==> config.mk <==
export PLATFORM = sky130hd
export DESIGN_NAME = input_event_state_tracker_unit
export DESIGN_NICKNAME = d
export VERILOG_FILES = /design/src/iest_pkg.sv /design/src/iest_state.sv /design/src/input_event_state_tracker_unit.sv
export SDC_FILE = /design/constraint.sdc
export NUM_CORES = 2
export LEC_CHECK = 0
export BUFFER_PORTS_ARGS = -buffer_cell sky130_fd_sc_hd__buf_2
export CORE_MARGIN = 2
export CORE_UTILIZATION = 50
export DETAILED_ROUTE_END_ITERATION = 8
export PLACE_DENSITY = 0.7
export RECOVER_POWER = 100
export REMOVE_ABC_BUFFERS = 1
export SYNTH_ARGS = -nofsm -noshare
export SYNTH_HDL_FRONTEND = slang
export SYNTH_SLANG_ARGS = --single-unit
==> constraint.sdc <==
create_clock -name i_clk -period 9.12 [get_ports i_clk]
set_input_delay 1.368 -clock i_clk [delete_from_list [all_inputs] [get_ports i_clk]]
set_output_delay 1.368 -clock i_clk [all_outputs]
set_load 0.1 [all_outputs]
==> src/iest_pkg.sv <==
`timescale 1ns / 1ps
// ----------------------------------------------------------------------------
// Input event state tracker package
// Shared sizes, event kind codes and the event and result structures.
// ----------------------------------------------------------------------------
package iest_pkg;

    localparam int KEY_WORDS    = 7;
    localparam int BUTTON_COUNT = 16;

    localparam int KEY_WORD_W   = 32;
    localparam int WORD_IDX_W   = 3;
    localparam int IN_TDATA_W   = 40;
    localparam int IN_TUSER_W   = 9;
    localparam int OUT_TDATA_W  = 232;

    // Usages at and above this base are modifier keys.
    localparam logic [7:0] MOD_BASE = 8'hE0;

    localparam logic [7:0] KIND_KEY_DOWN = 8'd1;
    localparam logic [7:0] KIND_KEY_UP   = 8'd2;
    localparam logic [7:0] KIND_BTN_DOWN = 8'd3;
    localparam logic [7:0] KIND_BTN_UP   = 8'd4;
    localparam logic [7:0] KIND_ABSOLUTE = 8'd5;
    localparam logic [7:0] KIND_RELATIVE = 8'd6;

    localparam int SEEN_KEYBOARD = 0;
    localparam int SEEN_MOUSE    = 1;

    typedef logic [KEY_WORDS-1:0][KEY_WORD_W-1:0] t_key_words;

    typedef struct packed {
        logic        req_type;
        logic [7:0]  kind;
        logic [7:0]  code;
        logic [15:0] pos_x;
        logic [15:0] pos_y;
    } t_event;

    typedef struct packed {
        logic [15:0]           mod_held;
        logic [15:0]           mod_pressed;
        logic [15:0]           mod_released;
        logic [15:0]           btn_held;
        logic [15:0]           btn_pressed;
        logic [15:0]           btn_released;
        logic signed [15:0]    delta_x;
        logic signed [15:0]    delta_y;
        logic [KEY_WORD_W-1:0] key_held_word;
        logic [KEY_WORD_W-1:0] key_pressed_word;
        logic [KEY_WORD_W-1:0] key_released_word;
        logic [1:0]            present_flags;
    } t_result;

endpackage

==> src/iest_state.sv <==
`timescale 1ns / 1ps
// ----------------------------------------------------------------------------
// Input event state tracker: state update
// Holds the key, modifier and button bitmaps, the motion accumulators and the
// presence flags, and shows the state as it stands after the current event.
// ----------------------------------------------------------------------------
module iest_state (
    input  logic             i_clk,
    input  logic             i_rst_n,
    input  logic             i_step,
    input  iest_pkg::t_event i_event,
    output iest_pkg::t_result o_result
);

    iest_pkg::t_key_words r_keys_down, n_keys_down;
    iest_pkg::t_key_words r_keys_went_down, n_keys_went_down;
    iest_pkg::t_key_words r_keys_went_up, n_keys_went_up;
    logic [15:0] r_mods_down, n_mods_down;
    logic [15:0] r_mods_went_down, n_mods_went_down;
    logic [15:0] r_mods_went_up, n_mods_went_up;
    logic [15:0] r_btns_down, n_btns_down;
    logic [15:0] r_btns_went_down, n_btns_went_down;
    logic [15:0] r_btns_went_up, n_btns_went_up;
    logic [15:0] r_motion_x, n_motion_x;
    logic [15:0] r_motion_y, n_motion_y;
    logic [15:0] r_last_x, n_last_x;
    logic [15:0] r_last_y, n_last_y;
    logic        r_pos_known, n_pos_known;
    logic [1:0]  r_seen, n_seen;

    logic [iest_pkg::WORD_IDX_W-1:0] w_idx;
    logic                            w_is_mod;
    logic [15:0]                     w_mod_bit;
    logic [iest_pkg::KEY_WORD_W-1:0] w_key_bit;
    logic [15:0]                     w_btn_bit;
    logic [3:0]                      w_btn_num;

    assign w_idx     = i_event.code[7:5];
    assign w_is_mod  = (i_event.code >= iest_pkg::MOD_BASE);
    // Modifier usages from 0xf0 up have no bitmap bit.
    assign w_mod_bit = i_event.code[4] ? 16'd0 : (16'd1 << i_event.code[3:0]);
    assign w_key_bit = iest_pkg::KEY_WORD_W'(1) << i_event.code[4:0];
    assign w_btn_num = 4'(i_event.code - 8'd1);
    assign w_btn_bit = (i_event.code >= 8'd1 && i_event.code <= 8'(iest_pkg::BUTTON_COUNT))
                       ? (16'd1 << w_btn_num) : 16'd0;

    always_comb begin
        n_keys_down      = r_keys_down;
        n_keys_went_down = r_keys_went_down;
        n_keys_went_up   = r_keys_went_up;
        n_mods_down      = r_mods_down;
        n_mods_went_down = r_mods_went_down;
        n_mods_went_up   = r_mods_went_up;
        n_btns_down      = r_btns_down;
        n_btns_went_down = r_btns_went_down;
        n_btns_went_up   = r_btns_went_up;
        n_motion_x       = r_motion_x;
        n_motion_y       = r_motion_y;
        n_last_x         = r_last_x;
        n_last_y         = r_last_y;
        n_pos_known      = r_pos_known;
        n_seen           = r_seen;

        if (i_event.req_type) begin
            n_keys_went_down = '0;
            n_keys_went_up   = '0;
            n_mods_went_down = '0;
            n_mods_went_up   = '0;
            n_btns_went_down = '0;
            n_btns_went_up   = '0;
            n_motion_x       = '0;
            n_motion_y       = '0;
        end else begin
            case (i_event.kind)
                iest_pkg::KIND_KEY_DOWN: begin
                    n_seen[iest_pkg::SEEN_KEYBOARD] = 1'b1;
                    if (w_is_mod) begin
                        n_mods_down      = r_mods_down | w_mod_bit;
                        n_mods_went_down = r_mods_went_down | w_mod_bit;
                    end else begin
                        for (int w = 0; w < iest_pkg::KEY_WORDS; w++) begin
                            if (w_idx == iest_pkg::WORD_IDX_W'(w)) begin
                                n_keys_down[w]      = r_keys_down[w] | w_key_bit;
                                n_keys_went_down[w] = r_keys_went_down[w] | w_key_bit;
                            end
                        end
                    end
                end
                iest_pkg::KIND_KEY_UP: begin
                    n_seen[iest_pkg::SEEN_KEYBOARD] = 1'b1;
                    if (w_is_mod) begin
                        n_mods_down    = r_mods_down & ~w_mod_bit;
                        n_mods_went_up = r_mods_went_up | w_mod_bit;
                    end else begin
                        for (int w = 0; w < iest_pkg::KEY_WORDS; w++) begin
                            if (w_idx == iest_pkg::WORD_IDX_W'(w)) begin
                                n_keys_down[w]    = r_keys_down[w] & ~w_key_bit;
                                n_keys_went_up[w] = r_keys_went_up[w] | w_key_bit;
                            end
                        end
                    end
                end
                iest_pkg::KIND_BTN_DOWN: begin
                    n_seen[iest_pkg::SEEN_MOUSE] = 1'b1;
                    n_btns_down      = r_btns_down | w_btn_bit;
                    n_btns_went_down = r_btns_went_down | w_btn_bit;
                end
                iest_pkg::KIND_BTN_UP: begin
                    n_seen[iest_pkg::SEEN_MOUSE] = 1'b1;
                    n_btns_down    = r_btns_down & ~w_btn_bit;
                    n_btns_went_up = r_btns_went_up | w_btn_bit;
                end
                iest_pkg::KIND_ABSOLUTE: begin
                    n_seen[iest_pkg::SEEN_MOUSE] = 1'b1;
                    // The first known position only seeds the reference point.
                    if (r_pos_known) begin
                        n_motion_x = r_motion_x + (i_event.pos_x - r_last_x);
                        n_motion_y = r_motion_y + (i_event.pos_y - r_last_y);
                    end
                    n_last_x    = i_event.pos_x;
                    n_last_y    = i_event.pos_y;
                    n_pos_known = 1'b1;
                end
                iest_pkg::KIND_RELATIVE: begin
                    n_seen[iest_pkg::SEEN_MOUSE] = 1'b1;
                    n_motion_x = r_motion_x + i_event.pos_x;
                    n_motion_y = r_motion_y + i_event.pos_y;
                end
                default: begin
                end
            endcase
        end
    end

    always_comb begin
        o_result                   = '0;
        o_result.mod_held          = n_mods_down;
        o_result.mod_pressed       = n_mods_went_down;
        o_result.mod_released      = n_mods_went_up;
        o_result.btn_held          = n_btns_down;
        o_result.btn_pressed       = n_btns_went_down;
        o_result.btn_released      = n_btns_went_up;
        o_result.delta_x           = n_motion_x;
        o_result.delta_y           = n_motion_y;
        o_result.present_flags     = n_seen;
        // Words past the last key word read as zero.
        for (int w = 0; w < iest_pkg::KEY_WORDS; w++) begin
            if (w_idx == iest_pkg::WORD_IDX_W'(w)) begin
                o_result.key_held_word     = n_keys_down[w];
                o_result.key_pressed_word  = n_keys_went_down[w];
                o_result.key_released_word = n_keys_went_up[w];
            end
        end
    end

    always_ff @(posedge i_clk) begin
        if (!i_rst_n) begin
            r_keys_down      <= '0;
            r_keys_went_down <= '0;
            r_keys_went_up   <= '0;
            r_mods_down      <= '0;
            r_mods_went_down <= '0;
            r_mods_went_up   <= '0;
            r_btns_down      <= '0;
            r_btns_went_down <= '0;
            r_btns_went_up   <= '0;
            r_motion_x       <= '0;
            r_motion_y       <= '0;
            r_last_x         <= '0;
            r_last_y         <= '0;
            r_pos_known      <= 1'b0;
            r_seen           <= '0;
        end else if (i_step) begin
            r_keys_down      <= n_keys_down;
            r_keys_went_down <= n_keys_went_down;
            r_keys_went_up   <= n_keys_went_up;
            r_mods_down      <= n_mods_down;
            r_mods_went_down <= n_mods_went_down;
            r_mods_went_up   <= n_mods_went_up;
            r_btns_down      <= n_btns_down;
            r_btns_went_down <= n_btns_went_down;
            r_btns_went_up   <= n_btns_went_up;
            r_motion_x       <= n_motion_x;
            r_motion_y       <= n_motion_y;
            r_last_x         <= n_last_x;
            r_last_y         <= n_last_y;
            r_pos_known      <= n_pos_known;
            r_seen           <= n_seen;
        end
    end

endmodule

==> src/input_event_state_tracker_unit.sv <==
`timescale 1ns / 1ps
// ----------------------------------------------------------------------------
// Input event state tracker
// Folds keyboard and mouse events into held, pressed and released bitmaps,
// motion deltas and presence flags, and returns one snapshot per event.
// ----------------------------------------------------------------------------
// The block takes one event request per clock while the output is not stalled
// and returns exactly one result per request: the request lands in an input
// register, and the state update and the result snapshot are computed from
// it and written to the state and the result register together. The 16-bit
// position difference followed by the 16-bit motion add of an absolute event
// sets the cycle. A request with req_type set starts a poll and clears the
// pressed and released bitmaps and the deltas; a request of an unknown kind
// only reads. The key word in the result is picked by code/32 and reads as
// zero past the last key word. There is no clearing pass: all state is valid
// as soon as reset is released.
module input_event_state_tracker_unit (
    input  logic                               i_clk,
    input  logic                               i_rst_n,
    input  logic                               i_s_tvalid,
    output logic                               o_s_tready,
    // code[7:0], pos_x[23:8], pos_y[39:24]
    input  logic [iest_pkg::IN_TDATA_W-1:0]    i_s_tdata,
    // req_type[0], kind[8:1]
    input  logic [iest_pkg::IN_TUSER_W-1:0]    i_s_tuser,
    output logic                               o_m_tvalid,
    input  logic                               i_m_tready,
    // mod_held[15:0], mod_pressed[31:16], mod_released[47:32],
    // btn_held[63:48], btn_pressed[79:64], btn_released[95:80],
    // delta_x[111:96], delta_y[127:112], key_held_word[159:128],
    // key_pressed_word[191:160], key_released_word[223:192],
    // present_flags[225:224], zero fill[231:226]
    output logic [iest_pkg::OUT_TDATA_W-1:0]   o_m_tdata
);

    iest_pkg::t_event  w_event;
    iest_pkg::t_event  r_in;
    logic              r_in_valid;
    iest_pkg::t_result w_res;
    iest_pkg::t_result r_out;
    logic              r_out_valid;
    logic              w_out_free;
    logic              w_step;

    assign w_event.req_type = i_s_tuser[0];
    assign w_event.kind     = i_s_tuser[8:1];
    assign w_event.code     = i_s_tdata[7:0];
    assign w_event.pos_x    = i_s_tdata[23:8];
    assign w_event.pos_y    = i_s_tdata[39:24];

    assign w_out_free = !r_out_valid || i_m_tready;
    assign w_step     = r_in_valid && w_out_free;
    assign o_s_tready = !r_in_valid || w_step;

    iest_state u_state (
        .i_clk    (i_clk),
        .i_rst_n  (i_rst_n),
        .i_step   (w_step),
        .i_event  (r_in),
        .o_result (w_res)
    );

    always_ff @(posedge i_clk) begin
        if (!i_rst_n) begin
            r_in_valid  <= 1'b0;
            r_out_valid <= 1'b0;
        end else begin
            if (o_s_tready) begin
                r_in_valid <= i_s_tvalid;
            end
            if (w_out_free) begin
                r_out_valid <= r_in_valid;
            end
        end
    end

    always_ff @(posedge i_clk) begin
        if (i_s_tvalid && o_s_tready) begin
            r_in <= w_event;
        end
        if (w_step) begin
            r_out <= w_res;
        end
    end

    assign o_m_tvalid = r_out_valid;
    assign o_m_tdata  = {6'd0,
                         r_out.present_flags,
                         r_out.key_released_word,
                         r_out.key_pressed_word,
                         r_out.key_held_word,
                         r_out.delta_y,
                         r_out.delta_x,
                         r_out.btn_released,
                         r_out.btn_pressed,
                         r_out.btn_held,
                         r_out.mod_released,
                         r_out.mod_pressed,
                         r_out.mod_held};

`ifndef SYNTHESIS
    // An accepted request always occupies the input register next cycle.
    a_in_captured: assert property (@(posedge i_clk) disable iff (!i_rst_n)
        (i_s_tvalid && o_s_tready) |=> r_in_valid)
        else $error("accepted request did not reach the input register");

    // A new result only appears after a request was processed.
    a_out_from_step: assert property (@(posedge i_clk) disable iff (!i_rst_n)
        $rose(r_out_valid) |-> $past(r_in_valid))
        else $error("result appeared without a request");

    // A poll start shows cleared edge bitmaps and deltas.
    a_poll_clears: assert property (@(posedge i_clk) disable iff (!i_rst_n)
        (w_step && r_in.req_type) |=>
            (r_out.mod_pressed == 16'd0 && r_out.mod_released == 16'd0 &&
             r_out.btn_pressed == 16'd0 && r_out.btn_released == 16'd0 &&
             r_out.delta_x == 16'sd0 && r_out.delta_y == 16'sd0 &&
             r_out.key_pressed_word == '0 && r_out.key_released_word == '0))
        else $error("poll start did not clear edges and deltas");
`endif

endmodule

==> flow_summary.ini <==
[final_layout]
instances_no_fill = 7329
fin_nets = 5993
regArea_um2 = 25010
area_delta_synth_final_pct = 11.33
multi_input_area_um2 = 25090
fill_cells = 9359
fin_util = 0.5628
drive_gt1_frac = 0.06898

[clocking]
cts_tree = built
cts_max_level = 3
cts_buffers = 116
clkLatencyLatePin_ps = 730
clkTransAtPathRegs_ps = 60
hold_buffers = 0
ctsResizeCount = 0
cts_root_buf = clkbuf_16
clock_path_buffers = 3
cts_setup_buffers = 0
cts.sinks = 1112

[die]
fp.dieH_um = 328.0
rows = 118
die_x_um = 328.0
start_util = 0.5056
io_pins = 287
die-area_um2 = 107600
core-area_um2 = 103800

[sta]
rsz0062_at_grt = no
worst_pin_slew_ps = 3899
setup_slack_ps = 1511
hold_viol = 0
whs_ps = 465.8
max_slew_margin = -1.599
finalCritPeriodShare = 0.8344
finalSetupViolations = 0
fmax_ghz = 0.1314
slew_violations = 861
finalClockSkew_ps = 18.48
finalCriticalPeriod_ps = 7609

[worst_setup_path]
cp_max_fo = 45
cp.required_ps = 9540
r2r-start = r_in[37]
path_cells = buf_4, buf_4, nand2b_1, buf_4, nor2_4, clkbuf_1, nor2_1, o22ai_1, a211oi_1, o22ai_1
crit_slowest_cell = clkbuf_1
cp-endpoint = o_m_tdata[198]
worstSetupPathType = register to register
startpoint = r_in[37]
cp.depth = 10
r2r_end = o_m_tdata[198]
rr_worst_depth = 10
cp_top_family = buffers and inverters
arrival_ps = 8030
cp-end-kind = register
cpPeakStageDelay_ps = 2540
path_buf_inv = 4
startpoint_type = register
crit_top_cell = buf_4
rrSetupSlack_ps = 1510

[flow_run]
maxCapViolCount = 21

[route]
avgRoutedWirePerCell_um = 25.98
first_pass_iters = 7
via_count = 48090
routed_wl_mm = 190.4
via_per_inst = 6.561
postRouteAntennaNets = 0
drt_drc_violations_left = 0
first_iter_violations = 7253

[logic_synthesis]
synth-edff-count = 275
synthArstFlopShare = 0
synth_area_leaders = dfxtp_1 (32%), edfxtp_1 (16%), a22oi_1 (6.8%)
syn_area_um2 = 52470
synth_seq_cells = 1112
yosysSeqAreaShare = 0.4767
yosysWarnings = 0
synth_top_area_share = 0.3193
yosys_most_used_dff = dfxtp_1
synth_cell_type_count = 85
synth.avg_cell_area_um2 = 9.027
yosys.area.top_type = dfxtp_1
postSynthCellCount = 5813

[grt]
grt_start_max_net_pins = 252
grt-busiest-layer = met2
met1_usage = 0.4479
grt_pass1_wl_mm = 279.0
grt_pass1_vias = 44450
antenna_found_initial = 11
use_met3 = 0.08267
overflow = 0
grt_usage = 0.3386
gr-usage-met2 = 0.5055

[status]
violations = max-capacitance violations, max-slew violations
status = complete, but fails checks

[placed_design]
gp_congestion = 0.9356
place_inst = 7108
numPortBuffers = 280
dp.final_hpwl_mm = 111.1
pre_cts_slack_ps = 3746

[hold_path]
hold_class = register to register

[power_and_ir_drop]
peakVddDrop_mv = 0.2429
power_density_nw_per_um2 = 191.4
p_leak_uw = 0.01865
[cell type report]
class                   count  share of cell area
multi-input cells        4058              0.4294
flip-flops and latches   1112              0.4282
clock buffers             171             0.05798
repair buffers            417             0.03667
well taps                1380             0.02956
inverters                 141            0.009210
clock inverters            45            0.008739
diodes                      5           0.0002142
[cell families after synthesis]
logic type,synth area share
adder cells (fa/ha/maj),0.02699
AND/OR/NAND/NOR,0.1481
flip-flops,0.4767
XOR/XNOR,0.006843
multiplexers,0.01049
other,0.00007146
AO/OA/AOI/OAI,0.2827
buffers and inverters,0.04812
[routing by layer]
layer / routed length [um] / vias up / part of all wire
met5: 41 / - / 0.00022
met3: 23180 / 814 / 0.12
met4: 12540 / 6 / 0.066
met2: 80440 / 3206 / 0.42
met1: 74220 / 22970 / 0.39
li1: - / 21090 / -
[cell usage in the layout, fill, tap and decap left out, drive strengths merged, types with 253 or more instances in the layout]
master | Yosys | layout
dfxtp | 837 | 837
nand2 | 656 | 656
o21ai | 552 | 552
a22oi | 473 | 473
nor2b | 441 | 441
clkbuf | 436 | 428
a21oi | 385 | 385
a21boi | 348 | 348
edfxtp | 275 | 275
nor2 | 253 | 253
[cell usage after synthesis, drive strengths merged (51+ instances only)]
cell type / count
nand3: 66
o2bb2ai: 51
edfxtp: 275
a211oi: 71
and2: 55
nor2b: 441
dfxtp: 837
ha: 62
a21boi: 348
a21oi: 385
o21ai: 552
nor3: 61
a22oi: 473
inv: 140
buf: 71
nor2: 253
o22ai: 76
nand2: 656
clkbuf: 436
[worst min-delay path: cells and delay by family (launching register included)]
family	cells	cell delay, ps
AOI/OAI and AO/OA	1	60
DFF	1	300
and+or+nand+nor	1	50
[registers in the layout (all words and copies together), names as in the netlist, 2 cells and up]
| signal | flops |
|---|---|
| u_state.r_keys_went_down | 224 |
| u_state.r_mods_went_down | 16 |
| u_state.r_mods_down | 16 |
| r_in | 49 |
| u_state.r_keys_down | 224 |
| u_state.r_motion_x | 16 |
| u_state.r_mods_went_up | 16 |
| u_state.r_btns_went_up | 16 |
| u_state.r_keys_went_up | 224 |
| u_state.r_last_x | 16 |
| o_m_tdata | 226 |
| u_state.r_motion_y | 16 |
| u_state.r_btns_went_down | 16 |
| u_state.r_seen | 2 |
| u_state.r_btns_down | 16 |
| u_state.r_last_y | 16 |
[power by group]
part | switching, uW | leakage (uW) | internal [uW]
Sequential | 37.7 | 0.00924 | 5120
Combinational | 911 | 0.00750 | 215
Clock | 2050 | 0.00191 | 2850
[worst min path at each step]
stage | start | end | slack, ps | cells after the start
floorplan | u_state.r_keys_went_down[62] | u_state.r_keys_went_down[62] | 440 | 2
global placement | u_state.r_keys_went_down[62] | u_state.r_keys_went_down[62] | 450 | 2
detailed placement | u_state.r_keys_went_down[62] | u_state.r_keys_went_down[62] | 460 | 2
CTS | u_state.r_keys_went_down[62] | u_state.r_keys_went_down[62] | 470 | 2
global route | u_state.r_keys_went_down[151] | u_state.r_keys_went_down[151] | 480 | 2
finish | u_state.r_keys_went_down[62] | u_state.r_keys_went_down[62] | 470 | 2
[stage by stage]
stage | TNS, ps | instance area [um2] | total power [uW]
2_1_floorplan | -7016840 | 50500 | 6020
3_3_place_gp | 0 | 54970 | 6368
3_5_place_dp | 0 | 54970 | 6371
4_1_cts | 0 | 58870 | 11190
5_1_grt | 0 | 58400 | 11440
6_report | 0 | 58420 | 11180
(Power assumes the default switching activity.)
